===== src/design/fis_pkg.sv =====
package fis_pkg;

    // Field widths
    localparam int SEC_W      = 32;
    localparam int NSEC_W     = 30;
    localparam int IVL_W      = 48;
    localparam int JIT_W      = 49;
    localparam int FPS_W      = 32;
    localparam int MCOUNT_W   = 32;
    localparam int DEADLINE_W = 32;

    // Stream widths
    localparam int IN_DATA_W  = 128;
    localparam int OUT_DATA_W = 264;
    localparam int OUT_USER_W = 2;

    // Bit positions in the output tuser
    localparam int USER_VALID_BIT = 0;
    localparam int USER_UPD_BIT   = 1;

    // Shared unit accumulator: signed high half, low half
    localparam int ACC_HI_W = 51;
    localparam int ACC_LO_W = 48;
    localparam int ACC_W    = ACC_HI_W + ACC_LO_W;

    // Step counter for the bit-serial operations
    localparam int STEP_W = $clog2(ACC_LO_W);
    localparam logic [STEP_W-1:0] LO_LAST  = STEP_W'(ACC_LO_W - 1);
    localparam logic [STEP_W-1:0] Q32_LAST = STEP_W'(FPS_W - 1);
    localparam int Q32_PAD = ACC_LO_W - FPS_W;

    localparam logic signed [NSEC_W:0] NS_PER_SEC   = 31'sd1000000000;
    localparam logic [DEADLINE_W-1:0]  DEADLINE_RST = 32'd80000000;

    typedef enum logic [3:0] {
        ST_IDLE,
        ST_MULT,
        ST_DIFF,
        ST_CHECK,
        ST_SAMPLE_DIV,
        ST_FPS_LOAD,
        ST_FPS_MUL,
        ST_FPS_ALIGN,
        ST_FPS_DIV,
        ST_JIT_LOAD,
        ST_JIT_MUL,
        ST_JIT_NEG,
        ST_JIT_DIV,
        ST_FINISH
    } t_state;

    typedef enum logic [2:0] {
        ALU_HOLD,
        ALU_LOAD,
        ALU_MUL,
        ALU_DIV,
        ALU_NEG
    } t_alu_op;

    typedef struct packed {
        t_alu_op               op;
        logic [ACC_HI_W-1:0]   opd;
        logic [ACC_HI_W-1:0]   load_hi;
        logic [ACC_LO_W-1:0]   load_lo;
    } t_alu_cmd;

endpackage


===== src/design/fis_alu.sv =====
module fis_alu import fis_pkg::*; (
    input  logic                i_clk,
    input  t_alu_cmd            i_cmd,
    output logic [ACC_HI_W-1:0] o_hi,
    output logic [ACC_LO_W-1:0] o_lo
);

    logic [ACC_HI_W-1:0] r_hi, n_hi;
    logic [ACC_LO_W-1:0] r_lo, n_lo;
    logic [ACC_HI_W:0]   mul_sum;
    logic [ACC_HI_W-1:0] div_sh;
    logic                div_ge;
    logic [ACC_W-1:0]    neg_val;

    // Step datapath: shift-add multiply, restoring divide, negate
    always_comb begin
        mul_sum = {r_hi[ACC_HI_W-1], r_hi}
                + (r_lo[0] ? {i_cmd.opd[ACC_HI_W-1], i_cmd.opd} : '0);
        div_sh  = {r_hi[ACC_HI_W-2:0], r_lo[ACC_LO_W-1]};
        div_ge  = (div_sh >= i_cmd.opd);
        neg_val = ~{r_hi, r_lo} + ACC_W'(1);

        n_hi = r_hi;
        n_lo = r_lo;
        case (i_cmd.op)
            ALU_LOAD: begin
                n_hi = i_cmd.load_hi;
                n_lo = i_cmd.load_lo;
            end
            ALU_MUL: begin
                // add multiplicand on the low bit, then shift right arithmetically
                n_hi = mul_sum[ACC_HI_W:1];
                n_lo = {mul_sum[0], r_lo[ACC_LO_W-1:1]};
            end
            ALU_DIV: begin
                // remainder in the high half, quotient shifts into the low half
                n_hi = div_ge ? (div_sh - i_cmd.opd) : div_sh;
                n_lo = {r_lo[ACC_LO_W-2:0], div_ge};
            end
            ALU_NEG: begin
                n_hi = neg_val[ACC_W-1:ACC_LO_W];
                n_lo = neg_val[ACC_LO_W-1:0];
            end
            default: begin
                n_hi = r_hi;
                n_lo = r_lo;
            end
        endcase
    end

    always_ff @(posedge i_clk) begin
        r_hi <= n_hi;
        r_lo <= n_lo;
    end

    assign o_hi = r_hi;
    assign o_lo = r_lo;

endmodule


===== src/design/frame_interval_statistics_top.sv =====
// Frame interval statistics. Each input transaction carries one frame's start and end
// timestamps (seconds, nanoseconds); each output transaction returns the interval, the
// jitter against the deadline register and the running means of frame rate (unsigned
// Q16.16 by default) and jitter, the worst interval and the number of measured intervals.
// The first frame after reset is only timed, and a frame whose end precedes its start
// leaves the statistics untouched. Only a frame that updates them uses the one shared
// shift-add/restore unit, which runs the rate reciprocal (32 steps), the two mean
// products (48 steps each) and the two mean divisions (32 and 48 steps) one bit per
// cycle; the reciprocal is skipped when the rate sample saturates. The block accepts a
// new frame while the previous result still waits in the output register. Deadline
// writes are taken at any time but belong between frames.
module frame_interval_statistics_top import fis_pkg::*; #(
    parameter int COUNT_BITS    = 32,
    parameter int FPS_FRAC_BITS = 16
) (
    input  logic                   i_clk,
    input  logic                   i_rst_n,
    // configuration: deadline_ns
    input  logic                   i_cfg_we,
    input  logic [DEADLINE_W-1:0]  i_cfg_wdata,
    // input stream
    input  logic                   i_s_axis_tvalid,
    output logic                   o_s_axis_tready,
    // tdata from bit 0: start_sec[31:0], start_nsec[29:0], end_sec[31:0],
    // end_nsec[29:0], zero pad[3:0]
    input  logic [IN_DATA_W-1:0]   i_s_axis_tdata,
    // output stream
    output logic                   o_m_axis_tvalid,
    input  logic                   i_m_axis_tready,
    // tdata from bit 0: interval_ns[47:0], frame_jitter_ns[48:0], mean_fps[31:0],
    // mean_jitter_ns[48:0], worst_interval_ns[47:0], measured_count[31:0],
    // zero pad[5:0]
    output logic [OUT_DATA_W-1:0]  o_m_axis_tdata,
    // tuser from bit 0: interval_valid, stats_updated
    output logic [OUT_USER_W-1:0]  o_m_axis_tuser
);

    localparam logic [63:0] FPS_NUM = 64'd1000000000 << FPS_FRAC_BITS;
    localparam logic [ACC_HI_W-1:0] NUM_HI = ACC_HI_W'(FPS_NUM[63:32]);
    localparam logic [FPS_W-1:0] NUM_LO = FPS_NUM[31:0];

    t_state r_state, n_state;
    logic [STEP_W-1:0] r_step, n_step;

    logic signed [SEC_W:0]  r_dsec;
    logic [NSEC_W:0]        r_dns;
    logic signed [63:0]     r_prod;
    logic                   r_valid;
    logic [IVL_W-1:0]       r_interval;
    logic [JIT_W-1:0]       r_inst;
    logic                   r_upd;
    logic                   r_sat;
    logic                   r_neg;

    logic [DEADLINE_W-1:0]  r_deadline;
    logic                   r_first;
    logic [COUNT_BITS-1:0]  r_count;
    logic [FPS_W-1:0]       r_fps;
    logic [JIT_W-1:0]       r_jit;
    logic [IVL_W-1:0]       r_max;

    logic                   r_out_valid;
    logic [OUT_DATA_W-1:0]  r_out_data;
    logic [OUT_USER_W-1:0]  r_out_user;

    t_alu_cmd               alu_cmd;
    logic [ACC_HI_W-1:0]    alu_hi;
    logic [ACC_LO_W-1:0]    alu_lo;

    logic                   s_acc;
    logic                   fin_go;
    logic [63:0]            diff;
    logic                   diff_valid;
    logic [IVL_W-1:0]       diff_interval;
    logic [JIT_W-1:0]       diff_inst;
    logic [ACC_LO_W-1:0]    n_ext;
    logic [ACC_HI_W-1:0]    div_n1;
    logic [ACC_HI_W-1:0]    interval_ext;
    logic [JIT_W-1:0]       jit_mag;
    logic [JIT_W-1:0]       jit_res;
    logic [JIT_W-1:0]       fin_jit;
    logic [IVL_W-1:0]       fin_max;
    logic [COUNT_BITS-1:0]  fin_count;
    logic [IVL_W-1:0]       cnt_ext;
    logic [MCOUNT_W-1:0]    meas;

    fis_alu u_alu (
        .i_clk (i_clk),
        .i_cmd (alu_cmd),
        .o_hi  (alu_hi),
        .o_lo  (alu_lo)
    );

    assign o_s_axis_tready = (r_state == ST_IDLE);
    assign s_acc  = i_s_axis_tvalid && o_s_axis_tready;
    assign fin_go = (r_state == ST_FINISH) && (!r_out_valid || i_m_axis_tready);

    // Interval from the scaled seconds difference plus nanosecond difference
    always_comb begin
        diff          = r_prod + {{(64 - NSEC_W - 1){r_dns[NSEC_W]}}, r_dns};
        diff_valid    = !diff[63];
        diff_interval = '0;
        diff_inst     = '0;
        if (diff_valid) begin
            diff_interval = (|diff[62:IVL_W]) ? '1 : diff[IVL_W-1:0];
            diff_inst     = {{(JIT_W - DEADLINE_W){1'b0}}, r_deadline}
                          - {1'b0, diff_interval};
        end
    end

    // Operands and committed values
    always_comb begin
        n_ext        = ACC_LO_W'(r_count);
        div_n1       = ACC_HI_W'(r_count) + ACC_HI_W'(1);
        interval_ext = ACC_HI_W'(r_interval);
        jit_mag      = {1'b0, alu_lo};
        jit_res      = r_neg ? (~jit_mag + JIT_W'(1)) : jit_mag;
        fin_jit      = r_upd ? jit_res : r_jit;
        fin_max      = (r_upd && (r_interval > r_max)) ? r_interval : r_max;
        fin_count    = (r_upd && (r_count != '1)) ? (r_count + COUNT_BITS'(1)) : r_count;
        cnt_ext      = IVL_W'(fin_count);
        meas         = (|cnt_ext[IVL_W-1:MCOUNT_W]) ? '1 : cnt_ext[MCOUNT_W-1:0];
    end

    // Sequencer: next state, step count and shared unit command
    always_comb begin
        n_state = r_state;
        n_step  = '0;
        alu_cmd = '{op: ALU_HOLD, opd: '0, load_hi: '0, load_lo: '0};
        case (r_state)
            ST_IDLE: begin
                if (s_acc) begin
                    n_state = ST_MULT;
                end
            end
            ST_MULT: begin
                n_state = ST_DIFF;
            end
            ST_DIFF: begin
                n_state = ST_CHECK;
            end
            ST_CHECK: begin
                if (!(r_first && r_valid)) begin
                    n_state = ST_FINISH;
                end else if (NUM_HI >= interval_ext) begin
                    n_state = ST_FPS_LOAD;
                end else begin
                    alu_cmd.op      = ALU_LOAD;
                    alu_cmd.load_hi = NUM_HI;
                    alu_cmd.load_lo = {NUM_LO, {Q32_PAD{1'b0}}};
                    n_state         = ST_SAMPLE_DIV;
                end
            end
            ST_SAMPLE_DIV: begin
                alu_cmd.op  = ALU_DIV;
                alu_cmd.opd = interval_ext;
                n_step      = r_step + STEP_W'(1);
                if (r_step == Q32_LAST) begin
                    n_step  = '0;
                    n_state = ST_FPS_LOAD;
                end
            end
            ST_FPS_LOAD: begin
                alu_cmd.op      = ALU_LOAD;
                alu_cmd.load_hi = r_sat ? ACC_HI_W'({FPS_W{1'b1}})
                                        : ACC_HI_W'(alu_lo[FPS_W-1:0]);
                alu_cmd.load_lo = n_ext;
                n_state         = ST_FPS_MUL;
            end
            ST_FPS_MUL: begin
                alu_cmd.op  = ALU_MUL;
                alu_cmd.opd = ACC_HI_W'(r_fps);
                n_step      = r_step + STEP_W'(1);
                if (r_step == LO_LAST) begin
                    n_step  = '0;
                    n_state = ST_FPS_ALIGN;
                end
            end
            ST_FPS_ALIGN: begin
                // split the sum at bit 32: upper part preloads the remainder
                alu_cmd.op      = ALU_LOAD;
                alu_cmd.load_hi = {alu_hi[ACC_HI_W-Q32_PAD-1:0], alu_lo[ACC_LO_W-1:FPS_W]};
                alu_cmd.load_lo = {alu_lo[FPS_W-1:0], {Q32_PAD{1'b0}}};
                n_state         = ST_FPS_DIV;
            end
            ST_FPS_DIV: begin
                alu_cmd.op  = ALU_DIV;
                alu_cmd.opd = div_n1;
                n_step      = r_step + STEP_W'(1);
                if (r_step == Q32_LAST) begin
                    n_step  = '0;
                    n_state = ST_JIT_LOAD;
                end
            end
            ST_JIT_LOAD: begin
                alu_cmd.op      = ALU_LOAD;
                alu_cmd.load_hi = {{(ACC_HI_W - JIT_W){r_inst[JIT_W-1]}}, r_inst};
                alu_cmd.load_lo = n_ext;
                n_state         = ST_JIT_MUL;
            end
            ST_JIT_MUL: begin
                alu_cmd.op  = ALU_MUL;
                alu_cmd.opd = {{(ACC_HI_W - JIT_W){r_jit[JIT_W-1]}}, r_jit};
                n_step      = r_step + STEP_W'(1);
                if (r_step == LO_LAST) begin
                    n_step  = '0;
                    n_state = ST_JIT_NEG;
                end
            end
            ST_JIT_NEG: begin
                // divide the magnitude, restore the sign at the end
                if (alu_hi[ACC_HI_W-1]) begin
                    alu_cmd.op = ALU_NEG;
                end
                n_state = ST_JIT_DIV;
            end
            ST_JIT_DIV: begin
                alu_cmd.op  = ALU_DIV;
                alu_cmd.opd = div_n1;
                n_step      = r_step + STEP_W'(1);
                if (r_step == LO_LAST) begin
                    n_step  = '0;
                    n_state = ST_FINISH;
                end
            end
            ST_FINISH: begin
                if (fin_go) begin
                    n_state = ST_IDLE;
                end
            end
            default: begin
                n_state = ST_IDLE;
            end
        endcase
    end

    // Control and statistics registers
    always_ff @(posedge i_clk) begin
        if (!i_rst_n) begin
            r_state     <= ST_IDLE;
            r_step      <= '0;
            r_deadline  <= DEADLINE_RST;
            r_first     <= 1'b0;
            r_count     <= '0;
            r_fps       <= '0;
            r_jit       <= '0;
            r_max       <= '0;
            r_out_valid <= 1'b0;
        end else begin
            r_state <= n_state;
            r_step  <= n_step;
            if (i_cfg_we) begin
                r_deadline <= i_cfg_wdata;
            end
            if (r_state == ST_JIT_LOAD) begin
                r_fps <= alu_lo[FPS_W-1:0];
            end
            if (fin_go) begin
                r_first <= 1'b1;
                r_jit   <= fin_jit;
                r_max   <= fin_max;
                r_count <= fin_count;
            end
            // hold the result until the output transaction completes
            if (fin_go) begin
                r_out_valid <= 1'b1;
            end else if (i_m_axis_tready) begin
                r_out_valid <= 1'b0;
            end
        end
    end

    // Per-frame working registers and output payload
    always_ff @(posedge i_clk) begin
        case (r_state)
            ST_IDLE: begin
                if (s_acc) begin
                    r_dsec <= {1'b0, i_s_axis_tdata[93:62]} - {1'b0, i_s_axis_tdata[31:0]};
                    r_dns  <= {1'b0, i_s_axis_tdata[123:94]} - {1'b0, i_s_axis_tdata[61:32]};
                end
            end
            ST_MULT: begin
                r_prod <= r_dsec * NS_PER_SEC;
            end
            ST_DIFF: begin
                r_valid    <= diff_valid;
                r_interval <= diff_interval;
                r_inst     <= diff_inst;
            end
            ST_CHECK: begin
                r_upd <= r_first && r_valid;
                r_sat <= (NUM_HI >= interval_ext);
            end
            ST_JIT_NEG: begin
                r_neg <= alu_hi[ACC_HI_W-1];
            end
            ST_FINISH: begin
                if (fin_go) begin
                    r_out_data <= {6'b0, meas, fin_max, fin_jit, r_fps, r_inst, r_interval};
                    r_out_user <= {r_upd, r_valid};
                end
            end
            default: begin
            end
        endcase
    end

    assign o_m_axis_tvalid = r_out_valid;
    assign o_m_axis_tdata  = r_out_data;
    assign o_m_axis_tuser  = r_out_user;

    // Busy after every accepted frame
    a_busy_after_accept: assert property (@(posedge i_clk) disable iff (!i_rst_n)
        s_acc |=> !o_s_axis_tready)
        else $error("input accepted while a frame is in progress");

    // Divider remainder stays below the divisor, preloads included
    a_div_remainder: assert property (@(posedge i_clk) disable iff (!i_rst_n)
        (r_state == ST_SAMPLE_DIV || r_state == ST_FPS_DIV || r_state == ST_JIT_DIV)
        |-> (alu_hi < alu_cmd.opd))
        else $error("divider remainder not below divisor");

    // Count advances by one per update, or stays saturated
    a_count_step: assert property (@(posedge i_clk) disable iff (!i_rst_n)
        (fin_go && r_upd)
        |=> ((r_count == COUNT_BITS'($past(r_count) + COUNT_BITS'(1))) || (r_count == '1)))
        else $error("measured count did not advance");

    // First frame never updates the statistics
    a_first_only_timed: assert property (@(posedge i_clk) disable iff (!i_rst_n)
        (fin_go && !r_first) |-> !r_upd)
        else $error("first frame updated the statistics");

    // Worst interval covers every measured interval
    a_worst_covers: assert property (@(posedge i_clk) disable iff (!i_rst_n)
        (o_m_axis_tvalid && o_m_axis_tuser[USER_UPD_BIT])
        |-> (o_m_axis_tdata[225:178] >= o_m_axis_tdata[47:0]))
        else $error("worst interval below a measured interval");

endmodule


===== config.mk =====
export PLATFORM = sky130hd
export DESIGN_NAME = frame_interval_statistics_top
export DESIGN_NICKNAME = d
export VERILOG_FILES = /design/src/design/fis_pkg.sv /design/src/design/fis_alu.sv /design/src/design/frame_interval_statistics_top.sv
export SDC_FILE = /design/constraint.sdc
export NUM_CORES = 2
export LEC_CHECK = 0
export BUFFER_PORTS_ARGS = -buffer_cell sky130_fd_sc_hd__buf_2
export CORE_MARGIN = 4
export CORE_UTILIZATION = 30
export CTS_CLUSTER_DIAMETER = 40
export DETAILED_ROUTE_END_ITERATION = 6
export GPL_ROUTABILITY_DRIVEN = 0
export GPL_TIMING_DRIVEN = 0
export MAX_ROUTING_LAYER = met4
export PLACE_DENSITY = 0.57
export SYNTH_ARGS = -nofsm -noshare
export SYNTH_HDL_FRONTEND = slang
export SYNTH_SLANG_ARGS = --single-unit

===== constraint.sdc =====
create_clock -name i_clk -period 10.6 [get_ports i_clk]
set_input_delay 1.59 -clock i_clk [delete_from_list [all_inputs] [get_ports i_clk]]
set_output_delay 1.59 -clock i_clk [all_outputs]
set_load 0.02 [all_outputs]

Yosys cells after proc, flatten, opt, wreduce, memory -nomap -nowiden
Index checks and enable logic that the tools add are counted.
Word-level totals
  output and inout port bits: 268
  ROM bits: 0
  memory bits (writable): 0
  memories kept: 0
  input port bits: 165
  word-level logic and storage cells: 120
  register bits: 784
  bits in latches: 0
Cells by class
  eq/ne operators: 27
  $mul: 1
  add/sub/neg operators: 11
  bitwise gates (word level): 2
  shift-type cells: 0
  divide/modulo/power cells: 0
  $lt $le $gt $ge: 3
  reductions and logical operators: 21
  multiplexer cells: 33
Operators by type and width (count)
  51-bit case mux with 4 select lines: 2
  99-bit case mux with 4 select lines: 1
  48-bit case mux with 4 select lines: 1
  62-bit 2-to-1 mux: 2
  99-bit by 1-bit adder with 99-bit output, second input constant: 1
  99-bit inverter: 1
  49-bit 2-to-1 mux: 2
  48-bit 2-to-1 mux: 2
  64-bit adder: 1
  32-bit 2-to-1 mux: 2
  4-bit case mux with 14 select lines: 1
  33-bit by 22-bit multiplier with 55-bit output, second input constant: 1
  52-bit adder: 1
  52-bit 2-to-1 mux: 1
  51-bit greater-or-equal comparator: 1
  51-bit 2-to-1 mux: 1
  51-bit subtractor: 1
  49-bit by 1-bit adder with 49-bit output, second input constant: 1
  48-bit inverter with 49-bit output: 1
  32-bit by 48-bit subtractor with 49-bit output: 1
  14-bit by 48-bit greater-or-equal comparator with 1-bit output, first input constant: 1
  48-bit greater-than comparator: 1
  32-bit by 1-bit adder with 33-bit output, second input constant: 1
  32-bit by 32-bit subtractor with 33-bit output: 1
  other kinds (32): 69

Depth between registers and ports, before layout
  depth after elaboration: 6
  depth in mapped cells: 30
  mapped depth without buffers: 28

Modules after synthesis
A second synthesis with hierarchy kept.
Second synthesis, totals
  cells, all modules: 7066
  area, all modules: 65849.4 µm²
Modules (own cells, without submodules)
  frame_interval_statistics_top: area each 51194.1 µm², cells each 5146, times used 1, seq. area each 18517.8 µm²
  fis_alu: area each 14655.3 µm², cells each 1920, times used 1, seq. area each 2972.9 µm²

Worst setup path after synthesis
OpenSTA, ideal clock, no wires.
  kind: in2reg
  start point: input port i_m_axis_tready
  end point: register r_out_data[0], in the netlist o_m_axis_tdata[0], enable pin
  stages: 6
  data required time: 9.876 ns
  library setup time: 0.724 ns
  data arrival time: 9.705 ns
  slack: 0.171 ns
  path buffers: 3
  cell sequence: nor2b_1 or3_1 clkbuf_1 inv_1 clkbuf_1 buf_1
On the way
  longest elaborated chain between the ends: 3
Ends and longest elaborated chain
  start: declaration: line frame_interval_statistics_top.sv:29  | input logic i_m_axis_tready,
  1-bit logical OR: line frame_interval_statistics_top.sv:96  | assign fin_go = (r_state == ST_FINISH) && (!r_out_valid || i_m_axis_tready);
  1-bit logical AND: line frame_interval_statistics_top.sv:96
  via fin_go: line frame_interval_statistics_top.sv:71  | logic fin_go;
  2-bit AND reduction (no line)
  end signal: assignment: line frame_interval_statistics_top.sv:299  | r_out_data <= {6'b0, meas, fin_max, fin_jit, r_fps, r_inst, r_interval};
  end: declaration: line frame_interval_statistics_top.sv:63  | logic [OUT_DATA_W-1:0] r_out_data;
The timed path passes the listed nets, and every way through them passes these cells.
A chain may end at the register's enable or synchronous reset.

Final worst setup path
  start point: register r_dns[30]
  end point: register r_inst[46], data pin
On the way
  longest elaborated chain between the ends: 4
Ends and longest elaborated chain
  start: declaration: line frame_interval_statistics_top.sv:46  | logic [NSEC_W:0] r_dns;
  start signal: assignment: line frame_interval_statistics_top.sv:279  | r_dns <= {1'b0, i_s_axis_tdata[123:94]} - {1'b0, i_s_axis_tdata[61:32]};
  64-bit adder *: line frame_interval_statistics_top.sv:100  | diff = r_prod + {{(64 - NSEC_W - 1){r_dns[NSEC_W]}}, r_dns};
  15-bit OR reduction: line frame_interval_statistics_top.sv:105  | diff_interval = (|diff[62:IVL_W]) ? '1 : diff[IVL_W-1:0];
  48-bit 2-to-1 mux: line frame_interval_statistics_top.sv:105
  32-bit by 48-bit subtractor with 49-bit output: line frame_interval_statistics_top.sv:107  | - {1'b0, diff_interval};
  end signal: assignment: line frame_interval_statistics_top.sv:288  | r_inst <= diff_inst;
  end: declaration: line frame_interval_statistics_top.sv:50  | logic [JIT_W-1:0] r_inst;
Mark *: on every way between the ends. The rest lies on a longest branch, timed or not.

==> flow_metrics.tcl <==
set metrics [dict create \
    route.vias.total 54047 \
    cts_buffers 153 \
    violations "DRC, capacitance limit" \
    drive_gt1_share_pct 11.2 \
    die_h_um 465 \
    wl_per_cell_um 24.6 \
    clock_latency_ns 0.84 \
    cpMostUsedCell "a21oi_1" \
    grt_use_met2_pct 34.5 \
    htree_levels 4 \
    die_w_um 465 \
    cts_root_buffer "clkbuf_16" \
    grt_remaining_overflow 0 \
    crit_type "reg -> reg" \
    dp_hpwl_um 202000 \
    hold_path_end "r_step[0]$_SDFF_PN0_" \
    worst_pin_slew_ns 1.46 \
    drt_iter0_markers 6671 \
    post-cts-setup-buffer-count 0 \
    cts_resized 0 \
    ys_seq_area_share_pct 34.3 \
    synth_top_flop_cell "edfxtp_1" \
    cp-end-kind "register" \
    maxCapViolCount 1 \
    path_buf_inv 0 \
    min_from "r_step[0]$_SDFF_PN0_" \
    dr.pass1.iters 7 \
    layout_commonest_cell "inv_1" \
    async_flop_share_pct 0 \
    grt_max_degree 64 \
    synth_edf_count 579 \
    start_kind "register" \
    cp_slowest_stage_delay_ns 1.17 \
    grt.busiest_layer "met2" \
    finalClockSkew_ns 0.0774 \
    viasPerCell 5.34 \
    die_area_um2 216000 \
    grt_pass1_wl_um 356000 \
    final.setup.tns_ns 0 \
    ys_ff_latch 784 \
    grt_use_total_pct 22.9 \
    io_pins 433 \
    hold_path_depth 1 \
    met3_usage_pct 5.86 \
    area_growth_pct 18.5 \
    cts_tree "done" \
    rr_endpoint "r_inst[46]$_SDFFCE_PN0P_" \
    timing.final.max_slew_violations 0 \
    hold_slack_ns 0.455 \
    r2r-start "r_dns[30]$_DFFE_PP_" \
    postPlaceCellArea_um2 68600 \
    use_met1_pct 27.0 \
    rsz0062_at_grt "no" \
    cp.required_ns 11.13 \
    portBuffers 420 \
    slowest_stage "edfxtp_1" \
    ys_warn_count 0 \
    synth.avg_cell_area_um2 9.52 \
    hold_class "reg -> reg" \
    std_cell_rows 167 \
    hold_viol 0 \
    grt_pass1_vias 52335 \
    yosysUniqueCellTypes 98 \
    setup_viol 0 \
    clkTransAtPathRegs_ns 0.06 \
    netlist_area_um2 62600 \
    clockBufferDepth 3 \
    layout_common_cells "inv_1, edfxtp_1, nand2_1" \
    start_util_pct 30.2 \
    crit_start "r_dns[30]$_DFFE_PP_" \
    drc 114 \
    fin_area_um2 74200 \
    r2r_cells 26 \
    cp_top_family "compound AO/OA/AOI/OAI gates" \
    cts_sinks 784 \
    synthCells 6577 \
    period_share_pct 87.5 \
    r2r_slack_ns 1.32 \
    antenna_found_initial 39 \
    ant_nets 0 \
    routed_wl_um 249000 \
    cp_max_fo 34 \
    cp.arrival_ns 9.81 \
    cts.hold.buffers_added 0 \
    design.core.area_um2 207000 \
    relSlewSlack_pct 1.79 \
    nets 8211 \
    outcome "finished with violations" \
    min_period_ns 9.28 \
    fmax_mhz 108 \
]
## state kept, by name (all words and copies together) (netlist names), 33 cells and up
signal          cells
r_max              48
r_jit              49
o_m_axis_tdata    258
r_inst             49
u_alu.o_hi         51
r_dsec             33
r_interval         48
u_alu.o_lo         48
r_prod             55
## layout make-up
class | count | area (um^2)
antenna | 29 | 72.6
fill | 21067 | 133000
timing repair buffer | 436 | 2450
clock inverter | 114 | 1500
tap | 2788 | 3490
buffer | 318 | 1280
multi-input combinational | 4809 | 37300
sequential | 784 | 21500
clock buffer | 173 | 4050
inverter | 671 | 2520
## worst reg2reg max path, stage by stage, from the launching register on
cell and delay (ns):
edfxtp_1 1.17, ha_1 0.49, a21oi_1 0.26, nor2b_1 0.07, o21a_1 0.18, o21a_1 0.17, o41ai_1 0.67, o21ai_0 0.16
a21o_1 0.23, a311oi_1 0.32, xor2_1 0.24, nand4_1 0.45, or3_1 0.63, ha_1 0.26, fa_1 0.39, nand2b_1 0.17
a21oi_1 0.27, o211ai_1 0.19, a211oi_1 0.51, o211ai_1 0.22, a21oi_1 0.26, o31ai_1 0.16, a211oi_1 0.54, o41ai_2 0.28
nor4bb_1 0.47, xnor2_1 0.20, nor3_2 0.06
## worst max-delay path by stage
stage,slack (ns),cells past startpoint,endpoint
floorplan,0.17,6,o_m_axis_tdata[0]$_DFFE_PP_
global placement,-4.43,7,o_m_axis_tdata[232]$_DFFE_PP_
detailed placement,1.41,26,r_inst[46]$_SDFFCE_PN0P_
CTS,1.39,26,r_inst[46]$_SDFFCE_PN0P_
global route,0.70,29,r_inst[34]$_SDFFCE_PN0P_
finish,1.32,26,r_inst[46]$_SDFFCE_PN0P_
## per-layer routing
| layer | vias up | part of all wire, % |
|---|---|---|
| met5 | - | 0 |
| met4 | 0 | 8.0 |
| met3 | 741 | 9.8 |
| met2 | 2957 | 44 |
| met1 | 25804 | 38 |
| li1 | 24545 | - |
## cell usage after synthesis, drive strengths merged (26+ instances only)
cell / instances / area [um^2]
edfxtp: 579 / 17400
nor2: 488 / 1840
nand4: 51 / 325
or2: 27 / 169
xnor2: 281 / 2460
mux2i: 48 / 480
o21a: 116 / 871
nand2b: 70 / 438
o31ai: 61 / 458
nand3: 147 / 736
dfxtp: 205 / 4100
fa: 333 / 6670
and2: 26 / 163
o211ai: 52 / 390
a222oi: 92 / 921
buf: 54 / 292
o21ai: 329 / 1650
nor2b: 51 / 319
ha: 540 / 6760
and3: 31 / 194
xor2: 240 / 2100
clkbuf: 264 / 992
a21oi: 471 / 2360
nand2: 575 / 2160
a31oi: 39 / 244
inv: 670 / 2510
a211oi: 32 / 240
or3: 53 / 337
nor3: 112 / 641
a21o: 163 / 1220
nor4: 38 / 263
o21bai: 44 / 330
a22oi: 40 / 300
## stage by stage
stage	instances	setup slack, ns	util [%]
after floorplan	6582	0.171	-
after global placement	9790	-4.43	32.9
after detailed placement	9806	1.41	33.1
after CTS	10093	1.39	35.8
after global routing	10114	0.701	35.8
final	10122	1.32	35.8
## logic make-up (layout without fill, tap and decap cells)
logic type      count (synthesis)  in the layout  synth area share (%)
buf+inv                       989           1712                  6.07
mux                            57             57                 0.930
flops                         784            784                  34.3
simple gates                 1723           1723                  12.8
fa+ha+maj                     874            874                  21.5
other cells                     1             35               0.00599
compound gates               1628           1628                  17.1
xor+xnor                      521            521                  7.29
Power is left out: the tool's default activity adds up to more than one toggle a clock period on the data nets, which glitch-free logic cannot reach.
